[src/sv/htm_pkg.sv]
// shared types, codes and defaults for the handle table manager
// no dependencies; used by every module of the block
package htm_pkg;

   // default number of slots in the table
   localparam int TABLE_SLOTS_DEF = 64;

   // free-slot search works on groups of this many flags
   localparam int GRP_W    = 64;
   localparam int GRP_BITS = 6;

   // field widths
   localparam int ID_W      = 32;
   localparam int INDEX_W   = 16;
   localparam int REQ_W     = 3;
   localparam int STATUS_W  = 2;
   localparam int REQ_DATA_W = 56;
   localparam int RSP_DATA_W = 56;

   // request codes
   localparam logic [REQ_W-1:0] REQ_ACTIVATE   = 3'd0;
   localparam logic [REQ_W-1:0] REQ_INVALIDATE = 3'd1;
   localparam logic [REQ_W-1:0] REQ_VALIDATE   = 3'd2;
   localparam logic [REQ_W-1:0] REQ_ACQUIRE    = 3'd3;
   localparam logic [REQ_W-1:0] REQ_RELEASE    = 3'd4;

   // status codes
   localparam logic [STATUS_W-1:0] ST_OK   = 2'd0;
   localparam logic [STATUS_W-1:0] ST_ERR  = 2'd1;
   localparam logic [STATUS_W-1:0] ST_FULL = 2'd2;

   // register indexes
   localparam logic CSR_ID_START     = 1'b0;
   localparam logic CSR_EMPTY_MARKER = 1'b1;

   // register reset values
   localparam logic [ID_W-1:0] ID_START_RST     = 32'd1;
   localparam logic [ID_W-1:0] EMPTY_MARKER_RST = 32'd0;

   // one table entry
   typedef struct packed {
      logic            lock;
      logic [ID_W-1:0] id;
   } slot_type;

endpackage

[src/sv/htm_slot_mem.sv]
// slot memory: lock bit and id per slot, one write and one read port
// read data registered; uses htm_pkg
module htm_slot_mem #(
   parameter int DEPTH  = htm_pkg::TABLE_SLOTS_DEF,
   parameter int ADDR_W = $clog2(htm_pkg::TABLE_SLOTS_DEF)
) (
   input  logic              clock,
   input  logic              wr_en,
   input  logic [ADDR_W-1:0] wr_addr,
   input  htm_pkg::slot_type wr_data,
   input  logic              rd_en,
   input  logic [ADDR_W-1:0] rd_addr,
   output htm_pkg::slot_type rd_data
);

   htm_pkg::slot_type mem_ff [DEPTH];
   htm_pkg::slot_type rd_data_ff;

   always_ff @(posedge clock) begin
      if (wr_en) begin
         mem_ff[wr_addr] <= wr_data;
      end
      if (rd_en) begin
         rd_data_ff <= mem_ff[rd_addr];
      end
   end

   assign rd_data = rd_data_ff;

endmodule

[src/sv/htm_free_map.sv]
// free flag per slot and the two-step lowest-free-slot search
// group summary picked on load, slot within group picked next cycle; uses htm_pkg
module htm_free_map #(
   parameter int DEPTH  = htm_pkg::TABLE_SLOTS_DEF,
   parameter int ADDR_W = $clog2(htm_pkg::TABLE_SLOTS_DEF)
) (
   input  logic              clock,
   input  logic              reset,
   input  logic              upd_en,
   input  logic [ADDR_W-1:0] upd_addr,
   input  logic              upd_val,
   input  logic              grp_load,
   output logic              found,
   output logic [ADDR_W-1:0] pick
);

   localparam int NGRP  = (DEPTH + htm_pkg::GRP_W - 1) / htm_pkg::GRP_W;
   localparam int NPAD  = NGRP * htm_pkg::GRP_W;
   localparam int GB    = (NGRP > 1) ? $clog2(NGRP) : 1;

   logic [DEPTH-1:0]            free_ff;
   logic [NPAD-1:0]             free_pad;
   logic [NGRP-1:0]             grp_any;
   logic [GB-1:0]               grp_pick;
   logic [GB-1:0]               grp_ff;
   logic                        found_ff;
   logic [htm_pkg::GRP_W-1:0]   word;
   logic [htm_pkg::GRP_BITS-1:0] slot_sel;
   logic [GB+htm_pkg::GRP_BITS-1:0] pick_full;

   always_ff @(posedge clock) begin
      if (reset) begin
         free_ff <= '0;
      end else if (upd_en) begin
         free_ff[upd_addr] <= upd_val;
      end
   end

   assign free_pad = NPAD'(free_ff);

   always_comb begin
      for (int g = 0; g < NGRP; g++) begin
         grp_any[g] = |free_pad[g*htm_pkg::GRP_W +: htm_pkg::GRP_W];
      end
   end

   // lowest group holding a free slot
   always_comb begin
      grp_pick = '0;
      for (int g = NGRP - 1; g >= 0; g--) begin
         if (grp_any[g]) begin
            grp_pick = GB'(g);
         end
      end
   end

   always_ff @(posedge clock) begin
      if (grp_load) begin
         grp_ff   <= grp_pick;
         found_ff <= |grp_any;
      end
   end

   // lowest free slot within the chosen group
   assign word = free_pad[grp_ff*htm_pkg::GRP_W +: htm_pkg::GRP_W];

   always_comb begin
      slot_sel = '0;
      for (int i = htm_pkg::GRP_W - 1; i >= 0; i--) begin
         if (word[i]) begin
            slot_sel = htm_pkg::GRP_BITS'(i);
         end
      end
   end

   assign pick_full = {grp_ff, slot_sel};
   assign pick      = pick_full[ADDR_W-1:0];
   assign found     = found_ff;

endmodule

[src/sv/handle_table_manager.sv]
// handle table manager top level: request sequencer, registers, result register
// depends on htm_pkg, htm_slot_mem and htm_free_map
//
// Keeps a table of TABLE_SLOTS slots, each an id and a lock bit, in one synchronous
// memory, plus a free flag per slot in flip-flops. A slot is free while its id equals
// empty_marker. For each request item the accept cycle picks the lowest group with a
// free slot, the next cycle picks the slot within that group and reads the slot
// memory, and the execute state then checks the handle, writes the slot back and
// loads the result register once that register is free. Items are handled one at a
// time; a new item is taken in the cycle after the previous one finishes, even while
// its result still waits on rsp_tready. After reset a clearing pass empties the
// table; after every write of empty_marker a rescan rebuilds the free flags. No items
// are accepted during either pass; configuration writes are always taken (csr_ready
// is tied high). Writing id_start also reloads the id counter.
module handle_table_manager #(
   parameter int TABLE_SLOTS = htm_pkg::TABLE_SLOTS_DEF
) (
   input  logic                            clock,
   input  logic                            reset,
   // request channel
   input  logic                            req_tvalid,
   output logic                            req_tready,
   // req_type [2:0], handle_index [18:3], handle_id [50:19], zero [55:51]
   input  logic [htm_pkg::REQ_DATA_W-1:0]  req_tdata,
   // result channel
   output logic                            rsp_tvalid,
   input  logic                            rsp_tready,
   // status [1:0], new_id [33:2], slot_index [49:34], zero [55:50]
   output logic [htm_pkg::RSP_DATA_W-1:0]  rsp_tdata,
   // configuration write channel
   input  logic                            csr_valid,
   output logic                            csr_ready,
   input  logic                            csr_index,
   input  logic [htm_pkg::ID_W-1:0]        csr_data
);

   localparam int ADDR_W = (TABLE_SLOTS > 1) ? $clog2(TABLE_SLOTS) : 1;
   localparam int CNT_W  = ADDR_W + 1;

   // sequencer states
   typedef enum logic [4:0] {
      S_CLEAR = 5'b00001,   // clearing pass after reset
      S_RSCAN = 5'b00010,   // free flag rebuild after marker change
      S_IDLE  = 5'b00100,
      S_FIND  = 5'b01000,   // slot pick and memory read
      S_EXEC  = 5'b10000    // check, write back, result
   } state_type;

   state_type state_ff, state_in;

   logic [CNT_W-1:0]                cnt_ff, cnt_in;
   logic                            rescan_ff, rescan_in;
   logic [htm_pkg::ID_W-1:0]        counter_ff, counter_in;
   logic [htm_pkg::ID_W-1:0]        marker_ff, marker_in;

   // latched request
   logic [htm_pkg::REQ_W-1:0]       req_type_ff;
   logic [htm_pkg::INDEX_W-1:0]     idx_ff;
   logic [htm_pkg::ID_W-1:0]        hid_ff;
   logic [ADDR_W-1:0]               addr_ff;

   // result register
   logic                            rsp_valid_ff, rsp_valid_in;
   logic [htm_pkg::RSP_DATA_W-1:0]  rsp_data_ff;

   logic req_fire, csr_fire, out_free, exec_fire;

   // memory and free map hookup
   logic              mem_wr_en, mem_rd_en;
   logic [ADDR_W-1:0] mem_wr_addr, mem_rd_addr;
   htm_pkg::slot_type mem_wr_data, slot;
   logic              upd_en, upd_val;
   logic [ADDR_W-1:0] upd_addr;
   logic              found;
   logic [ADDR_W-1:0] pick;

   // execute stage results
   logic                           in_range, match;
   logic                           ex_wr, ex_free_upd, ex_free_val;
   htm_pkg::slot_type              ex_slot;
   logic [htm_pkg::STATUS_W-1:0]   ex_status;
   logic [htm_pkg::ID_W-1:0]       ex_nid;
   logic [htm_pkg::INDEX_W-1:0]    ex_sidx;
   logic [htm_pkg::ID_W-1:0]       nid_next;

   htm_slot_mem #(
      .DEPTH  (TABLE_SLOTS),
      .ADDR_W (ADDR_W)
   ) u_mem (
      .clock   (clock),
      .wr_en   (mem_wr_en),
      .wr_addr (mem_wr_addr),
      .wr_data (mem_wr_data),
      .rd_en   (mem_rd_en),
      .rd_addr (mem_rd_addr),
      .rd_data (slot)
   );

   htm_free_map #(
      .DEPTH  (TABLE_SLOTS),
      .ADDR_W (ADDR_W)
   ) u_free (
      .clock    (clock),
      .reset    (reset),
      .upd_en   (upd_en),
      .upd_addr (upd_addr),
      .upd_val  (upd_val),
      .grp_load (req_fire),
      .found    (found),
      .pick     (pick)
   );

   // handshakes
   assign req_tready = (state_ff == S_IDLE) && !rescan_ff;
   assign req_fire   = req_tvalid && req_tready;
   assign csr_ready  = 1'b1;
   assign csr_fire   = csr_valid;
   assign out_free   = !rsp_valid_ff || rsp_tready;
   assign exec_fire  = (state_ff == S_EXEC) && out_free;

   assign rsp_tvalid = rsp_valid_ff;
   assign rsp_tdata  = rsp_data_ff;

   // handle check on the slot read back
   assign in_range = {1'b0, idx_ff} < (htm_pkg::INDEX_W + 1)'(TABLE_SLOTS);
   assign match    = in_range && (slot.id == hid_ff);
   assign nid_next = counter_ff + 32'd1;

   always_comb begin
      ex_wr       = 1'b0;
      ex_free_upd = 1'b0;
      ex_free_val = 1'b0;
      ex_slot     = slot;
      ex_status   = htm_pkg::ST_ERR;
      ex_nid      = '0;
      ex_sidx     = '0;
      case (req_type_ff)
         htm_pkg::REQ_ACTIVATE: begin
            if (!found) begin
               ex_status = htm_pkg::ST_FULL;
            end else if (!slot.lock) begin
               // new id may land on the marker: slot then still reads free
               ex_wr        = 1'b1;
               ex_slot.lock = 1'b0;
               ex_slot.id   = nid_next;
               ex_free_upd  = 1'b1;
               ex_free_val  = (nid_next == marker_ff);
               ex_status    = htm_pkg::ST_OK;
               ex_nid       = nid_next;
               ex_sidx      = htm_pkg::INDEX_W'(addr_ff);
            end
         end
         htm_pkg::REQ_INVALIDATE: begin
            if (match && !slot.lock) begin
               ex_wr       = 1'b1;
               ex_slot.id  = marker_ff;
               ex_free_upd = 1'b1;
               ex_free_val = 1'b1;
               ex_status   = htm_pkg::ST_OK;
            end
         end
         htm_pkg::REQ_VALIDATE: begin
            if (match) begin
               ex_status = htm_pkg::ST_OK;
            end
         end
         htm_pkg::REQ_ACQUIRE: begin
            if (match && !slot.lock) begin
               ex_wr        = 1'b1;
               ex_slot.lock = 1'b1;
               ex_status    = htm_pkg::ST_OK;
            end
         end
         htm_pkg::REQ_RELEASE: begin
            if (match) begin
               ex_wr        = 1'b1;
               ex_slot.lock = 1'b0;
               ex_status    = htm_pkg::ST_OK;
            end
         end
         default: begin
            ex_status = htm_pkg::ST_ERR;
         end
      endcase
   end

   // memory ports
   always_comb begin
      mem_wr_en   = 1'b0;
      mem_wr_addr = addr_ff;
      mem_wr_data = ex_slot;
      mem_rd_en   = 1'b0;
      mem_rd_addr = cnt_ff[ADDR_W-1:0];
      case (state_ff)
         S_CLEAR: begin
            mem_wr_en        = 1'b1;
            mem_wr_addr      = cnt_ff[ADDR_W-1:0];
            mem_wr_data.lock = 1'b0;
            mem_wr_data.id   = htm_pkg::EMPTY_MARKER_RST;
         end
         S_RSCAN: begin
            mem_rd_en = (cnt_ff != CNT_W'(TABLE_SLOTS));
         end
         S_FIND: begin
            mem_rd_en   = 1'b1;
            mem_rd_addr = (req_type_ff == htm_pkg::REQ_ACTIVATE) ? pick
                                                                 : idx_ff[ADDR_W-1:0];
         end
         S_EXEC: begin
            mem_wr_en = exec_fire && ex_wr;
         end
         default: begin
            mem_wr_en = 1'b0;
         end
      endcase
   end

   // free flag updates
   always_comb begin
      upd_en   = 1'b0;
      upd_addr = addr_ff;
      upd_val  = ex_free_val;
      case (state_ff)
         S_CLEAR: begin
            upd_en   = 1'b1;
            upd_addr = cnt_ff[ADDR_W-1:0];
            upd_val  = (marker_ff == htm_pkg::EMPTY_MARKER_RST);
         end
         S_RSCAN: begin
            // registered read data belongs to the address one below cnt_ff
            upd_en   = (cnt_ff != '0);
            upd_addr = ADDR_W'(cnt_ff - CNT_W'(1));
            upd_val  = (slot.id == marker_ff);
         end
         S_EXEC: begin
            upd_en = exec_fire && ex_free_upd;
         end
         default: begin
            upd_en = 1'b0;
         end
      endcase
   end

   // sequencer
   always_comb begin
      state_in  = state_ff;
      cnt_in    = cnt_ff;
      rescan_in = rescan_ff;
      case (state_ff)
         S_CLEAR: begin
            if (cnt_ff == CNT_W'(TABLE_SLOTS - 1)) begin
               state_in = S_IDLE;
            end else begin
               cnt_in = cnt_ff + CNT_W'(1);
            end
         end
         S_RSCAN: begin
            if (cnt_ff == CNT_W'(TABLE_SLOTS)) begin
               state_in = S_IDLE;
            end else begin
               cnt_in = cnt_ff + CNT_W'(1);
            end
         end
         S_IDLE: begin
            if (rescan_ff) begin
               state_in  = S_RSCAN;
               cnt_in    = '0;
               rescan_in = 1'b0;
            end else if (req_fire) begin
               state_in = S_FIND;
            end
         end
         S_FIND: begin
            state_in = S_EXEC;
         end
         S_EXEC: begin
            if (out_free) begin
               state_in = S_IDLE;
            end
         end
         default: begin
            state_in = S_IDLE;
         end
      endcase
      // a marker change always earns a fresh rescan
      if (csr_fire && (csr_index == htm_pkg::CSR_EMPTY_MARKER)) begin
         rescan_in = 1'b1;
      end
   end

   always_comb begin
      counter_in = counter_ff;
      marker_in  = marker_ff;
      if (csr_fire && (csr_index == htm_pkg::CSR_ID_START)) begin
         counter_in = csr_data;
      end else if (exec_fire && (req_type_ff == htm_pkg::REQ_ACTIVATE) && ex_wr) begin
         counter_in = nid_next;
      end
      if (csr_fire && (csr_index == htm_pkg::CSR_EMPTY_MARKER)) begin
         marker_in = csr_data;
      end
   end

   always_comb begin
      rsp_valid_in = rsp_valid_ff;
      if (exec_fire) begin
         rsp_valid_in = 1'b1;
      end else if (rsp_tready) begin
         rsp_valid_in = 1'b0;
      end
   end

   always_ff @(posedge clock) begin
      if (reset) begin
         state_ff     <= S_CLEAR;
         cnt_ff       <= '0;
         rescan_ff    <= 1'b0;
         counter_ff   <= htm_pkg::ID_START_RST;
         marker_ff    <= htm_pkg::EMPTY_MARKER_RST;
         rsp_valid_ff <= 1'b0;
      end else begin
         state_ff     <= state_in;
         cnt_ff       <= cnt_in;
         rescan_ff    <= rescan_in;
         counter_ff   <= counter_in;
         marker_ff    <= marker_in;
         rsp_valid_ff <= rsp_valid_in;
      end
   end

   // payload registers
   always_ff @(posedge clock) begin
      if (req_fire) begin
         req_type_ff <= req_tdata[2:0];
         idx_ff      <= req_tdata[18:3];
         hid_ff      <= req_tdata[50:19];
      end
      if (state_ff == S_FIND) begin
         addr_ff <= mem_rd_addr;
      end
      if (exec_fire) begin
         rsp_data_ff <= {6'd0, ex_sidx, ex_nid, ex_status};
      end
   end

endmodule

[config.mk]
export PLATFORM = sky130hd
export DESIGN_NAME = handle_table_manager
export DESIGN_NICKNAME = d
export VERILOG_FILES = /design/src/sv/htm_pkg.sv /design/src/sv/htm_slot_mem.sv /design/src/sv/htm_free_map.sv /design/src/sv/handle_table_manager.sv
export SDC_FILE = /design/constraint.sdc
export NUM_CORES = 2
export LEC_CHECK = 0
export BUFFER_PORTS_ARGS = -buffer_cell sky130_fd_sc_hd__buf_2
export CORE_MARGIN = 8
export CORE_UTILIZATION = 60
export CTS_BUF_LIST = sky130_fd_sc_hd__clkbuf_2 sky130_fd_sc_hd__clkbuf_4 sky130_fd_sc_hd__clkbuf_8
export CTS_CLUSTER_DIAMETER = 150
export DETAILED_ROUTE_END_ITERATION = 10
export PLACE_DENSITY = 0.86
export REMOVE_ABC_BUFFERS = 1
export SYNTH_ARGS = -nofsm -noshare
export SYNTH_HDL_FRONTEND = slang
export SYNTH_SLANG_ARGS = --single-unit
[constraint.sdc]
create_clock -name clock -period 10.25 [get_ports clock]
set_input_delay 2.05 -clock clock [delete_from_list [all_inputs] [get_ports clock]]
set_output_delay 2.05 -clock clock [all_outputs]
set_load 0.02 [all_outputs]
==> impl_metrics.tcl <==
set metrics [dict create \
    yosys.area.top_type "edfxtp_1" \
    cts_tree "built" \
    hold_start "rsp_tvalid$_SDFFE_PP0P_" \
    cp_max_fo 126 \
    fin_ws_ps 3320 \
    setup_violations 0 \
    hpwl_um 143000 \
    multi_input_area_um2 25400 \
    cts-root-buf "clkbuf_8" \
    period_needed_ps 6930 \
    startpoint_type "register" \
    vias_per_cell 6.66 \
    rsz0062_at_grt "no" \
    finalCritPeriodShare_pct 67.6 \
    wl_per_cell_um 27.4 \
    synth_top_area_share_pct 69.7 \
    status "complete, but fails checks" \
    clkLatencyLatePin_ps 1070 \
    synth_edf_count 2243 \
    die_w_um 417 \
    place_ws_ps 3720 \
    finalHoldViolCount 0 \
    clkTransAtPathRegs_ps 70 \
    numPortBuffers 130 \
    drt_iter0_markers 12995 \
    min_path_type "register to register" \
    drive_above_1_share_pct 12.2 \
    maxSlewHeadroom_pct 18.3 \
    core_area_um2 160000 \
    crit_type "register to register" \
    cts-buffers-inserted 372 \
    wl_met1_um 89000 \
    final_nets 7757 \
    ir_drop_mv 0.182 \
    synthArstFlopShare_pct 0 \
    drc_errors 5 \
    maxCapViolCount 0 \
    seqCellArea_um2 70200 \
    fin_util_pct 67.0 \
    postPlaceCellArea_um2 100000 \
    holdBufCountCts 0 \
    initial_core_util_pct 60.3 \
    seq_area_frac_synth_pct 72.6 \
    crit_start "state_ff[1]$_SDFFE_PP0P_" \
    numClockSinks 2385 \
    first_pass_iters 11 \
    syn_area_per_cell_um2 13.0 \
    gp_congestion 0.931 \
    worstPathArrival_ps 7710 \
    via_count 67305 \
    grt_pass1_wl_um 397000 \
    reg2reg_depth 15 \
    io_pins 153 \
    worst_pin_slew_ps 1230 \
    grt_pass1_vias 65394 \
    die_h_um 417 \
    netlist_instances 7454 \
    cts_max_level 5 \
    synth.area.top_cells "edfxtp_1, nand2_1, nand3_1, mux2i_1, dfxtp_1" \
    p_leak_nw 36.3 \
    drt-total-wl_um 277000 \
    grt-ovfl-total 0 \
    grt_util_all_layers_pct 30.2 \
    cts_resized 0 \
    ant_nets 0 \
    met2_wirelength_um 127000 \
    clk_path_buf_depth 4 \
    endpoint_kind "register" \
    fmax_ghz 0.144 \
    timing.rr.end "u_mem.rd_data[1]$_DFFE_PP_" \
    p_per_area_nw_per_um2 223 \
    violations "design-rule violations" \
    skew_ps 102 \
    grt_max_degree 219 \
    rrSetupSlack_ps 3320 \
    antenna_found_initial 12 \
    fillCellCount 9886 \
    wl_met3_um 41300 \
    synth-seq-cells 2385 \
    drv_slew 0 \
    area_delta_synth_final_pct 11.1 \
    ys_warn_count 0 \
    dominantRegCellSynth "edfxtp_1" \
    post_cts_buffers 0 \
    hold_depth 2 \
    die_area_um2 174000 \
    synth.distinct_cells 75 \
    fin_area_um2 107000 \
    worst-endpoint-required_ps 11030 \
    top_layer "met5" \
    holdPathEnd "rsp_tvalid$_SDFFE_PP0P_" \
    fp-row-count 147 \
    synth_area_um2 96700 \
    r2r_start "state_ff[1]$_SDFFE_PP0P_" \
]
[cells by family (layout without fill, tap and decap cells)]
family,Yosys count,in the layout,share of synthesized area [%]
compound gates,527,527,3.63
xor+xnor,158,158,1.57
fa+ha+maj,3,3,0.0388
buf+inv,496,946,2.11
flops,2385,2385,72.6
mux,394,394,4.08
other cells,2,40,0.00777
simple gates,3489,3489,16.0
[cells in the mapped netlist (23+ instances only)]
cell type	instances
edfxtp_1	2243
nand2_1	1763
nand3_1	971
mux2i_1	394
clkbuf_1	336
nor2_1	259
nor3_1	171
a31oi_1	145
dfxtp_1	142
nand4_1	131
a22oi_1	130
a21oi_1	120
xnor2_1	88
buf_2	72
xor2_1	60
or3_1	45
nor4_1	44
buf_1	37
a221oi_1	34
a211oi_1	26
inv_1	25
nand2b_1	23
[sequential cells by signal, summed over array words and instances, names as in the netlist, 3 cells and up]
name,cells
u_mem.mem_ff,2112
u_free.free_ff,64
rsp_tdata,40
u_mem.rd_data,33
counter_ff,32
hid_ff,32
marker_ff,32
idx_ff,16
cnt_ff,7
addr_ff,6
state_ff,5
req_type_ff,3
[per-layer routing]
metal  track usage (%)  vias to the layer above
met5                 0                        -
met4              18.3                        4
met3              8.57                     1258
met2              47.1                     6302
met1              37.7                    31877
li1                  -                    27864
[metrics by stage]
stage	power [mW]	std cells	TNS (ps)	hold WS (ps)
2_1_floorplan	15.5	7003	-1853620	472
3_3_place_gp	15.9	9443	0	469
3_5_place_dp	16.1	9443	0	494
4_1_cts	23.7	10076	0	506
5_1_grt	24.6	10096	0	546
6_report	23.9	10102	0	515
[worst max-delay path, stage by stage (launching register included)]
cell and delay, ps:
dfxtp_1 460, nor2_1 70, nand3_1 430, clkinv_1 690, and3_1 420, a21oi_1 110, o31a_2 160, buf_4 820
inv_8 560, buf_12 410, buf_12 430, mux2i_1 270, mux2i_1 90, a22oi_1 390, nand4_1 450, or3_1 480
[cell usage in the layout (no fill, tap or decap), types with 129 or more instances in the layout]
cell type / netlist / final
dfxtp_1: 142 / 142
mux2i_1: 394 / 394
clkbuf_8: 0 / 388
nand2_1: 1763 / 1763
a31oi_1: 145 / 145
nand4_1: 131 / 131
a22oi_1: 130 / 130
nor3_1: 171 / 169
buf_2: 72 / 129
edfxtp_1: 2243 / 2243
nand3_1: 971 / 969
buf_4: 17 / 140
nor2_1: 259 / 152
[power by group]
group / switching (mW) / leakage, nW / internal (mW)
logic: 3.53 / 10.9 / 1.34
clock network: 3.62 / 3.68 / 4.10
registers: 0.120 / 21.7 / 11.2
total: 7.26 / 36.3 / 16.7
[worst max-delay path by stage]
stage	end	slack, ps	cells after the start
3_3_place_gp	u_mem.rd_data[10]$_DFFE_PP_	3870	15
3_5_place_dp	u_mem.rd_data[25]$_DFFE_PP_	3720	15
4_1_cts	u_mem.rd_data[1]$_DFFE_PP_	3680	15
6_report	u_mem.rd_data[1]$_DFFE_PP_	3320	15
5_1_grt	u_mem.rd_data[2]$_DFFE_PP_	3160	15
2_1_floorplan	u_mem.rd_data[31]$_DFFE_PP_	-54500	12
[area by class of cell]
class	count	area share, %
clock inverter	136	0.759
timing repair buffer	283	1.84
inverter	30	0.119
clock buffer	497	5.73
antenna	23	0.0536
tap	2160	2.52
sequential	2385	65.3
multi-input combinational	4588	23.6
Note: power is estimated with default switching activity, not from simulation.
